==> src/design/tpp_pkg.sv <==
// ----------------------------------------------------------------------------
// tpp_pkg
// Shared types and character constants for the tagged text packet parser.
// ----------------------------------------------------------------------------
package tpp_pkg;

    localparam logic [7:0] CHAR_NUL   = 8'h00;
    localparam logic [7:0] CHAR_SPACE = 8'h20;
    localparam logic [7:0] CHAR_MINUS = 8'h2D;
    localparam logic [7:0] CHAR_COLON = 8'h3A;
    localparam logic [7:0] CHAR_ZERO  = 8'h30;
    localparam logic [7:0] CHAR_NINE  = 8'h39;
    localparam logic [7:0] CHAR_UA    = 8'h41;
    localparam logic [7:0] CHAR_UD    = 8'h44;
    localparam logic [7:0] CHAR_UF    = 8'h46;
    localparam logic [7:0] CHAR_LA    = 8'h61;
    localparam logic [7:0] CHAR_LB    = 8'h62;
    localparam logic [7:0] CHAR_LD    = 8'h64;
    localparam logic [7:0] CHAR_LF    = 8'h66;
    localparam logic [7:0] CHAR_LH    = 8'h68;
    localparam logic [7:0] CHAR_LK    = 8'h6B;
    localparam logic [7:0] CHAR_LN    = 8'h6E;
    localparam logic [7:0] CHAR_LP    = 8'h70;
    localparam logic [7:0] CHAR_LV    = 8'h76;
    localparam logic [7:0] CHAR_LW    = 8'h77;
    localparam logic [7:0] CHAR_LX    = 8'h78;
    localparam logic [7:0] CHAR_LY    = 8'h79;

    // Integer field slots, in output order.
    localparam int unsigned NUM_FIELDS = 8;
    localparam logic [2:0] FLD_VERSION = 3'd0;
    localparam logic [2:0] FLD_WIDTH   = 3'd1;
    localparam logic [2:0] FLD_HEIGHT  = 3'd2;
    localparam logic [2:0] FLD_POS_X   = 3'd3;
    localparam logic [2:0] FLD_POS_Y   = 3'd4;
    localparam logic [2:0] FLD_BUTTON  = 3'd5;
    localparam logic [2:0] FLD_PRESS   = 3'd6;
    localparam logic [2:0] FLD_KEY     = 3'd7;

    typedef struct packed {
        logic       is_zero;
        logic       is_ctrl;
        logic       is_digit;
        logic       is_hex;
        logic [3:0] nibble;
        logic       is_int_tag;
        logic [2:0] int_idx;
        logic       is_str_tag;
        logic       is_drop_tag;
        logic       is_x;
        logic       is_minus;
        logic       is_colon;
    } byte_class_t;

    typedef struct packed {
        logic [7:0]  kind;
        logic [31:0] version;
        logic [31:0] width;
        logic [31:0] height;
        logic [31:0] pos_x;
        logic [31:0] pos_y;
        logic [31:0] button;
        logic [31:0] press;
        logic [15:0] key;
        logic        stopped;
    } result_t;

endpackage

==> src/design/tagged_text_packet_parser.sv <==
// ----------------------------------------------------------------------------
// tagged_text_packet_parser
// Byte-stream parser for zero-terminated tagged text packets.
// ----------------------------------------------------------------------------
// The s_ channel carries one received byte per beat (s_rx_byte). Each packet
// is a kind byte, then tag letters with integer or string arguments, then a
// zero byte. The m_ channel delivers one beat per closed non-empty packet
// with the kind, the seven integer fields, the low 16 bits of the key code
// and a flag that is set when an unknown tag cut decoding short.
// Throughput is one byte per cycle while the result register is free or
// being drained: an accepted byte sits in the input register while the
// classifier and the parse state logic update the state, and a closing
// zero byte loads the result register, which drives m_.
// If the receiver stalls, the result register holds its beat; the parser
// keeps consuming bytes only while the result register is free or being
// drained, and s_ready drops once the input register holds a byte it
// cannot process. Synchronous reset (aresetn low) empties both registers
// and returns the parser to waiting for a kind byte, with all fields zero.
// ----------------------------------------------------------------------------
module tagged_text_packet_parser (
    input  logic               aclk,
    input  logic               aresetn,
    input  logic               s_valid,
    output logic               s_ready,
    input  logic [7:0]         s_rx_byte,
    output logic               m_valid,
    input  logic               m_ready,
    output logic [7:0]         m_packet_kind,
    output logic signed [31:0] m_version_value,
    output logic signed [31:0] m_width_value,
    output logic signed [31:0] m_height_value,
    output logic signed [31:0] m_pos_x,
    output logic signed [31:0] m_pos_y,
    output logic signed [31:0] m_button_value,
    output logic signed [31:0] m_press_value,
    output logic [15:0]        m_key_code,
    output logic               m_stopped_early
);

    logic             in_valid_reg;
    logic [7:0]       in_byte_reg;
    logic             out_valid_reg;
    tpp_pkg::result_t out_reg;
    tpp_pkg::result_t core_result;
    logic             core_finish;
    logic             proceed;

    assign proceed = in_valid_reg && (!out_valid_reg || m_ready);
    assign s_ready = !in_valid_reg || proceed;

    always_ff @(posedge aclk) begin
        if (!aresetn) begin
            in_valid_reg <= 1'b0;
        end else if (s_valid && s_ready) begin
            in_valid_reg <= 1'b1;
        end else if (proceed) begin
            in_valid_reg <= 1'b0;
        end
    end

    always_ff @(posedge aclk) begin
        if (s_valid && s_ready) begin
            in_byte_reg <= s_rx_byte;
        end
    end

    tpp_parse_core u_core (
        .aclk    (aclk),
        .aresetn (aresetn),
        .byte_en (proceed),
        .rx_byte (in_byte_reg),
        .finish  (core_finish),
        .result  (core_result)
    );

    always_ff @(posedge aclk) begin
        if (!aresetn) begin
            out_valid_reg <= 1'b0;
        end else if (proceed && core_finish) begin
            out_valid_reg <= 1'b1;
        end else if (m_ready) begin
            out_valid_reg <= 1'b0;
        end
    end

    always_ff @(posedge aclk) begin
        if (proceed && core_finish) begin
            out_reg <= core_result;
        end
    end

    assign m_valid         = out_valid_reg;
    assign m_packet_kind   = out_reg.kind;
    assign m_version_value = signed'(out_reg.version);
    assign m_width_value   = signed'(out_reg.width);
    assign m_height_value  = signed'(out_reg.height);
    assign m_pos_x         = signed'(out_reg.pos_x);
    assign m_pos_y         = signed'(out_reg.pos_y);
    assign m_button_value  = signed'(out_reg.button);
    assign m_press_value   = signed'(out_reg.press);
    assign m_key_code      = out_reg.key;
    assign m_stopped_early = out_reg.stopped;

`ifndef NO_ASSERTIONS
    // A held byte stays put until the parser consumes it.
    a_hold_input: assert property (@(posedge aclk) disable iff (!aresetn)
        in_valid_reg && !proceed |=> in_valid_reg && $stable(in_byte_reg))
        else $error("input byte changed before it was consumed");

    // Only a zero byte can close a packet.
    a_finish_on_nul: assert property (@(posedge aclk) disable iff (!aresetn)
        proceed && core_finish |-> in_byte_reg == tpp_pkg::CHAR_NUL)
        else $error("packet closed on a nonzero byte");

    // An emitted packet always carries a real kind byte.
    a_kind_nonzero: assert property (@(posedge aclk) disable iff (!aresetn)
        proceed && core_finish |=> m_valid && m_packet_kind != 8'd0)
        else $error("result emitted without a kind byte");

    // Backpressure only when a byte is waiting in the input register.
    a_ready_low: assert property (@(posedge aclk) disable iff (!aresetn)
        !s_ready |-> in_valid_reg && out_valid_reg && !m_ready)
        else $error("s_ready low without a stalled byte");
`endif

endmodule

==> src/design/tpp_byte_class.sv <==
// ----------------------------------------------------------------------------
// tpp_byte_class
// Classifies one received byte: terminator, digit, hex digit, tag kinds.
// ----------------------------------------------------------------------------
module tpp_byte_class (
    input  logic [7:0]          rx_byte,
    output tpp_pkg::byte_class_t cls
);

    logic is_dec;
    logic is_lhex;
    logic is_uhex;

    assign is_dec  = (rx_byte >= tpp_pkg::CHAR_ZERO) && (rx_byte <= tpp_pkg::CHAR_NINE);
    assign is_lhex = (rx_byte >= tpp_pkg::CHAR_LA) && (rx_byte <= tpp_pkg::CHAR_LF);
    assign is_uhex = (rx_byte >= tpp_pkg::CHAR_UA) && (rx_byte <= tpp_pkg::CHAR_UF);

    always_comb begin
        cls          = '0;
        cls.is_zero  = (rx_byte == tpp_pkg::CHAR_NUL);
        cls.is_ctrl  = (rx_byte < tpp_pkg::CHAR_SPACE);
        cls.is_digit = is_dec;
        cls.is_hex   = is_dec || is_lhex || is_uhex;
        // Letters a-f and A-F share the low nibble pattern 1..6, so add nine.
        cls.nibble   = is_dec ? rx_byte[3:0] : 4'(rx_byte[3:0] + 4'd9);
        cls.is_x     = (rx_byte == tpp_pkg::CHAR_LX);
        cls.is_minus = (rx_byte == tpp_pkg::CHAR_MINUS);
        cls.is_colon = (rx_byte == tpp_pkg::CHAR_COLON);
        cls.is_str_tag  = (rx_byte == tpp_pkg::CHAR_LP) || (rx_byte == tpp_pkg::CHAR_LN) ||
                          (rx_byte == tpp_pkg::CHAR_UF);
        cls.is_drop_tag = (rx_byte == tpp_pkg::CHAR_UD);
        case (rx_byte)
            tpp_pkg::CHAR_LV: begin
                cls.is_int_tag = 1'b1;
                cls.int_idx    = tpp_pkg::FLD_VERSION;
            end
            tpp_pkg::CHAR_LW: begin
                cls.is_int_tag = 1'b1;
                cls.int_idx    = tpp_pkg::FLD_WIDTH;
            end
            tpp_pkg::CHAR_LH: begin
                cls.is_int_tag = 1'b1;
                cls.int_idx    = tpp_pkg::FLD_HEIGHT;
            end
            tpp_pkg::CHAR_LX: begin
                cls.is_int_tag = 1'b1;
                cls.int_idx    = tpp_pkg::FLD_POS_X;
            end
            tpp_pkg::CHAR_LY: begin
                cls.is_int_tag = 1'b1;
                cls.int_idx    = tpp_pkg::FLD_POS_Y;
            end
            tpp_pkg::CHAR_LB: begin
                cls.is_int_tag = 1'b1;
                cls.int_idx    = tpp_pkg::FLD_BUTTON;
            end
            tpp_pkg::CHAR_LD: begin
                cls.is_int_tag = 1'b1;
                cls.int_idx    = tpp_pkg::FLD_PRESS;
            end
            tpp_pkg::CHAR_LK: begin
                cls.is_int_tag = 1'b1;
                cls.int_idx    = tpp_pkg::FLD_KEY;
            end
            default: begin
                cls.is_int_tag = 1'b0;
                cls.int_idx    = tpp_pkg::FLD_VERSION;
            end
        endcase
    end

endmodule

==> src/design/tpp_parse_core.sv <==
// ----------------------------------------------------------------------------
// tpp_parse_core
// Parse state machine and field registers; consumes one byte per enable.
// ----------------------------------------------------------------------------
module tpp_parse_core (
    input  logic             aclk,
    input  logic             aresetn,
    input  logic             byte_en,
    input  logic [7:0]       rx_byte,
    output logic             finish,
    output tpp_pkg::result_t result
);

    typedef enum logic [7:0] {
        PH_KIND_RAW  = 8'b0000_0001,
        PH_KIND_SKIP = 8'b0000_0010,
        PH_TAG       = 8'b0000_0100,
        PH_INT_FIRST = 8'b0000_1000,
        PH_HEX       = 8'b0001_0000,
        PH_DEC       = 8'b0010_0000,
        PH_STR       = 8'b0100_0000,
        PH_DROP      = 8'b1000_0000
    } phase_t;

    tpp_pkg::byte_class_t cls;

    phase_t      phase_reg, phase_next;
    logic [2:0]  sel_reg, sel_next;
    logic [31:0] acc_reg, acc_next;
    logic        neg_reg, neg_next;
    logic [31:0] field_reg  [tpp_pkg::NUM_FIELDS];
    logic [31:0] field_next [tpp_pkg::NUM_FIELDS];
    logic [7:0]  kind_reg, kind_next;
    logic        stop_reg, stop_next;

    logic        do_tag;
    logic        store_en;
    logic [31:0] acc_dec;
    logic [31:0] acc_hex;
    logic [31:0] store_val;

    tpp_byte_class u_class (
        .rx_byte (rx_byte),
        .cls     (cls)
    );

    assign acc_dec   = 32'((acc_reg << 3) + (acc_reg << 1) + {28'd0, cls.nibble});
    assign acc_hex   = {acc_reg[27:0], cls.nibble};
    assign store_val = neg_reg ? 32'(32'd0 - acc_next) : acc_next;

    always_comb begin
        phase_next = phase_reg;
        sel_next   = sel_reg;
        acc_next   = acc_reg;
        neg_next   = neg_reg;
        kind_next  = kind_reg;
        stop_next  = stop_reg;
        field_next = field_reg;
        finish     = 1'b0;
        do_tag     = 1'b0;
        store_en   = 1'b0;

        case (phase_reg)
            PH_KIND_RAW, PH_KIND_SKIP: begin
                if (cls.is_zero) begin
                    phase_next = PH_KIND_SKIP;
                end else if (!(phase_reg == PH_KIND_SKIP && cls.is_ctrl)) begin
                    kind_next  = rx_byte;
                    stop_next  = 1'b0;
                    acc_next   = '0;
                    neg_next   = 1'b0;
                    sel_next   = '0;
                    phase_next = PH_TAG;
                    for (int i = 0; i < tpp_pkg::NUM_FIELDS; i++) begin
                        field_next[i] = '0;
                    end
                end
            end
            PH_TAG: begin
                do_tag = 1'b1;
            end
            PH_INT_FIRST: begin
                if (cls.is_x) begin
                    phase_next = PH_HEX;
                end else if (cls.is_minus) begin
                    neg_next   = 1'b1;
                    phase_next = PH_DEC;
                end else if (cls.is_digit) begin
                    acc_next   = {28'd0, cls.nibble};
                    store_en   = 1'b1;
                    phase_next = PH_DEC;
                end else begin
                    do_tag = 1'b1;
                end
            end
            PH_HEX: begin
                if (cls.is_hex) begin
                    acc_next = acc_hex;
                    store_en = 1'b1;
                end else begin
                    do_tag = 1'b1;
                end
            end
            PH_DEC: begin
                if (cls.is_digit) begin
                    acc_next = acc_dec;
                    store_en = 1'b1;
                end else begin
                    do_tag = 1'b1;
                end
            end
            PH_STR: begin
                if (cls.is_zero) begin
                    finish = 1'b1;
                end else if (cls.is_colon) begin
                    phase_next = PH_TAG;
                end
            end
            PH_DROP: begin
                if (cls.is_zero) begin
                    finish = 1'b1;
                end
            end
            default: begin
                phase_next = PH_KIND_SKIP;
            end
        endcase

        if (store_en) begin
            field_next[sel_reg] = store_val;
        end

        // A byte that ends an integer is reinterpreted as the next tag.
        if (do_tag) begin
            if (cls.is_zero) begin
                finish = 1'b1;
            end else if (cls.is_int_tag) begin
                sel_next                 = cls.int_idx;
                acc_next                 = '0;
                neg_next                 = 1'b0;
                field_next[cls.int_idx]  = '0;
                phase_next               = PH_INT_FIRST;
            end else if (cls.is_str_tag) begin
                phase_next = PH_STR;
            end else if (cls.is_drop_tag) begin
                phase_next = PH_DROP;
            end else begin
                stop_next  = 1'b1;
                phase_next = PH_DROP;
            end
        end

        if (finish) begin
            phase_next = PH_KIND_SKIP;
        end
    end

    always_ff @(posedge aclk) begin
        if (!aresetn) begin
            phase_reg <= PH_KIND_RAW;
            sel_reg   <= '0;
            acc_reg   <= '0;
            neg_reg   <= 1'b0;
            kind_reg  <= '0;
            stop_reg  <= 1'b0;
            for (int i = 0; i < tpp_pkg::NUM_FIELDS; i++) begin
                field_reg[i] <= '0;
            end
        end else if (byte_en) begin
            phase_reg <= phase_next;
            sel_reg   <= sel_next;
            acc_reg   <= acc_next;
            neg_reg   <= neg_next;
            kind_reg  <= kind_next;
            stop_reg  <= stop_next;
            field_reg <= field_next;
        end
    end

    always_comb begin
        result.kind    = kind_reg;
        result.version = field_reg[tpp_pkg::FLD_VERSION];
        result.width   = field_reg[tpp_pkg::FLD_WIDTH];
        result.height  = field_reg[tpp_pkg::FLD_HEIGHT];
        result.pos_x   = field_reg[tpp_pkg::FLD_POS_X];
        result.pos_y   = field_reg[tpp_pkg::FLD_POS_Y];
        result.button  = field_reg[tpp_pkg::FLD_BUTTON];
        result.press   = field_reg[tpp_pkg::FLD_PRESS];
        result.key     = field_reg[tpp_pkg::FLD_KEY][15:0];
        result.stopped = stop_reg;
    end

endmodule

==> config.mk <==
export PLATFORM = sky130hd
export DESIGN_NAME = tagged_text_packet_parser
export DESIGN_NICKNAME = d
export VERILOG_FILES = /design/src/design/tpp_pkg.sv /design/src/design/tagged_text_packet_parser.sv /design/src/design/tpp_byte_class.sv /design/src/design/tpp_parse_core.sv
export SDC_FILE = /design/constraint.sdc
export NUM_CORES = 1
export LEC_CHECK = 0
export ABC_AREA = 1
export BUFFER_PORTS_ARGS = -buffer_cell sky130_fd_sc_hd__buf_4
export CAP_MARGIN = 20
export CORE_MARGIN = 10
export CORE_UTILIZATION = 45
export CTS_CLUSTER_DIAMETER = 80
export DETAILED_ROUTE_END_ITERATION = 8
export PLACE_DENSITY_LB_ADDON = 0.05
export SYNTH_ARGS = -nofsm -noshare
export SYNTH_HDL_FRONTEND = slang
export SYNTH_SLANG_ARGS = --single-unit
export TNS_END_PERCENT = 20
==> constraint.sdc <==
create_clock -name aclk -period 17 [get_ports aclk]
set_clock_uncertainty 0.15 [all_clocks]
set_input_delay 3.4 -clock aclk [delete_from_list [all_inputs] [get_ports aclk]]
set_output_delay 3.4 -clock aclk [all_outputs]
set_load 0.01 [all_outputs]
==> impl_metrics.csv <==
group,metric,value,unit
run_status,status,"finished, final reports clean",
clocking,ctsRootBufferMaster,"clkbuf_16",
sta,finalCritPeriodShare,0.434,
drt,remaining_drc_errors,0,
global_route,grt_pass1_vias,22400,
worst_setup_path,worst-path-max-fanout,3,
placed_design,dpl.hpwl,59300,µm
clocking,postCtsSetupRepairBufs,0,
logic_synthesis,synth-edff-count,257,
worst_setup_path,worstSetupEndpointType,"output port",
sta,setup_viol,0,
floorplanning,dieArea,69400,µm²
min_path,holdCritPathClass,"reg2reg",
global_route,track_usage,0.246,
worst_setup_path,crit_type,"in2out",
finish,fin_cells,4322,
worst_setup_path,max_stage_delay,0.17,ns
sta,fin_hold_ws,0.265,ns
floorplanning,io_pins,263,
logic_synthesis,avgSynthCellArea,8.04,µm²
finish,largest_reg_flops,240,
global_route,grt_first_pass_wirelength,135000,µm
drt,antenna_left,0,
sta,worstMarginPinSlew,1.28,ns
power,ir_drop,0.0898,mV
global_route,antenna_found_initial,1,
sta,fmax,0.136,GHz
drt,via_count,23900,
worst_setup_path,crit_path_frequent_cell,"buf_4",
clocking,clk_latency,0.64,ns
finish,nFillCells,5506,
logic_synthesis,synth_warnings,0,
placed_design,gp_congestion,0.890,
worst_setup_path,crit_family,"buffers and inverters",
worst_setup_path,startpoint_type,"primary input",
sta,period_minus_slack,7.38,ns
logic_synthesis,synth_top_area_frac,0.289,
finish,fin_util,0.531,
drt,drt-initial-drc-count,2231,
logic_synthesis,synth_area_leader_cell,"edfxtp_1",
logic_synthesis,netlist_top_cells_area,"edfxtp_1 29%, dfxtp_1 22%, nand2_1 12%, a21oi_1 11%, nor2_1 4.4%",
drt,vias_per_cell,5.52,
floorplanning,start_util,0.454,
finish,nets,3574,
logic_synthesis,syn_nets,3397,
logic_synthesis,netlist_instances,3319,
logic_synthesis,synthDistinctLibCells,59,
clocking,cts_buffers,57,
logic_synthesis,ys_ff_latch,552,
finish,drive_gt1_frac,0.144,
worst_setup_path,critPathBufInv,3,
run,drv_cap,0,
clocking,postCtsHoldBufs,0,
floorplanning,std_cell_rows,89,
worst_setup_path,worstPathRequired,13.45,ns
global_route,grt_max_degree,243,
logic_synthesis,synth.most_common_cell,"nand2_1",
sta,grt_setup_unrepaired,"false",
clocking,h-tree-depth,2,
placed_design,placed_cell_area,29300,µm²
placed_design,dp_cells,4210,
clocking,clk_pin_slew,0.06,ns
floorplanning,core,58800,µm²
clocking,clk_path_buf_depth,3,
drt,drt-total-wl,88900,µm
worst_setup_path,cp_slowest_cell,"buf_4",
sta,slew_viol_final,0,
finish,area_delta_synth_final,17.0,%
sta,timing.setup.tns,0,ns
logic_synthesis,synth_area,26700,µm²
logic_synthesis,synthFlopType,"dfxtp_1",
floorplanning,dieWidth,263,µm
sta,hold_viol_final,0,
drt,first_pass_iters,7,
clocking,cts.sinks,552,
power,p_per_area,93.9,nW/µm²
clocking,cts_resized,0,
worst_setup_path,crit_chain,"buf_4 -> inv_1 -> nand3_1 -> buf_4",
floorplanning,dieHeight,263,µm
global_route,overflow,0,
finish,final_area,31200,µm²
sta,slew_headroom,0.146,
logic_synthesis,synthTopCellsByCount,"844 x nand2_1, 562 x a21oi_1, 310 x nor2_1",
power,power.leakage,11.1,nW
clocking,cts_tree,"yes",
drt,avgRoutedWirePerCell,20.6,µm
logic_synthesis,ys_seq_area_frac,0.511,
placed_design,portBuffers,262,
worst_setup_path,critPathArrivalTime,3.83,ns
logic_synthesis,synthArstFlopShare,0,
==> worst reg2reg max path: cells and delay by family, from the launching register on <==
kind | cells | cell delay, ns
flops | 1 | 0.47
fa+ha+maj | 4 | 1.24
xor+xnor | 1 | 0.14
buf+inv | 5 | 0.61
compound gates | 4 | 1.03
simple gates | 16 | 2.18
==> cell families (layout without fill, tap and decap cells) <==
group / Yosys count / count (layout) / synth area share
AO/OA/AOI/OAI: 811 / 811 / 0.156
XOR/XNOR: 19 / 19 / 0.00821
adder cells (fa/ha/maj): 66 / 66 / 0.0315
buffers and inverters: 393 / 619 / 0.0582
flip-flops: 552 / 552 / 0.511
other: 0 / 4 / 0
AND/OR/NAND/NOR: 1478 / 1478 / 0.235
==> layout by cell type (no fill, tap or decap), types with 64 or more instances in the layout <==
cell type | synthesis | final
edfxtp_1 | 257 | 257
ha_1 | 64 | 64
inv_1 | 198 | 198
o21ai_0 | 185 | 184
buf_4 | 6 | 291
nand3_1 | 196 | 196
nor2_1 | 310 | 304
a21oi_1 | 562 | 562
nand2_1 | 844 | 843
dfxtp_1 | 295 | 295
==> routing by layer <==
layer,GRT usage,share of wire,up-vias
li1,-,-,11500
met1,0.332,0.43,11300
met2,0.400,0.47,932
met3,0.0315,0.070,133
met4,0.0829,0.028,0
met5,0,0,-
==> cell type report <==
type	count	area, µm²	share of cell area
Antenna cell	4	10.0	0.000321
Timing Repair Buffer	294	2250	0.0722
Multi-Input combinational cell	2374	11600	0.372
Clock inverter	25	302	0.00967
Inverter	217	832	0.0267
Tap cell	773	967	0.0310
Sequential cell	552	13600	0.437
Clock buffer	83	1600	0.0514
==> power by group <==
group / switching [W] / total [W] / leakage, nW / internal (W)
Clock: 0.000539 / 0.00127 / 0.934 / 0.000734
Sequential: 0.0000139 / 0.00140 / 4.21 / 0.00139
Combinational: 0.000197 / 0.000255 / 5.95 / 0.0000585
Total: 0.000750 / 0.00293 / 11.1 / 0.00218
==> path summary, 6_finish.rpt <==
| path | startpoint | endpoint | slack (ns) | cells past startpoint |
|---|---|---|---|---|
| min reg2reg | u_core.result[171] | m_height_value[26] | 0.26 | 0 |
| min | u_core.result[171] | m_height_value[26] | 0.26 | 0 |
| max reg2reg | in_byte_reg[0] | u_core.result[190] | 11.06 | 30 |
| max | m_ready | s_ready | 9.62 | 4 |
==> through the flow <==
step                      power, W  setup WS (ns)
after floorplan            0.00160           1.72
after global placement     0.00168           9.60
after detailed placement   0.00168           9.62
after CTS                  0.00294           9.62
after global routing       0.00302           9.58
final                      0.00293           9.62
Note: power is estimated with default switching activity, not from simulation.
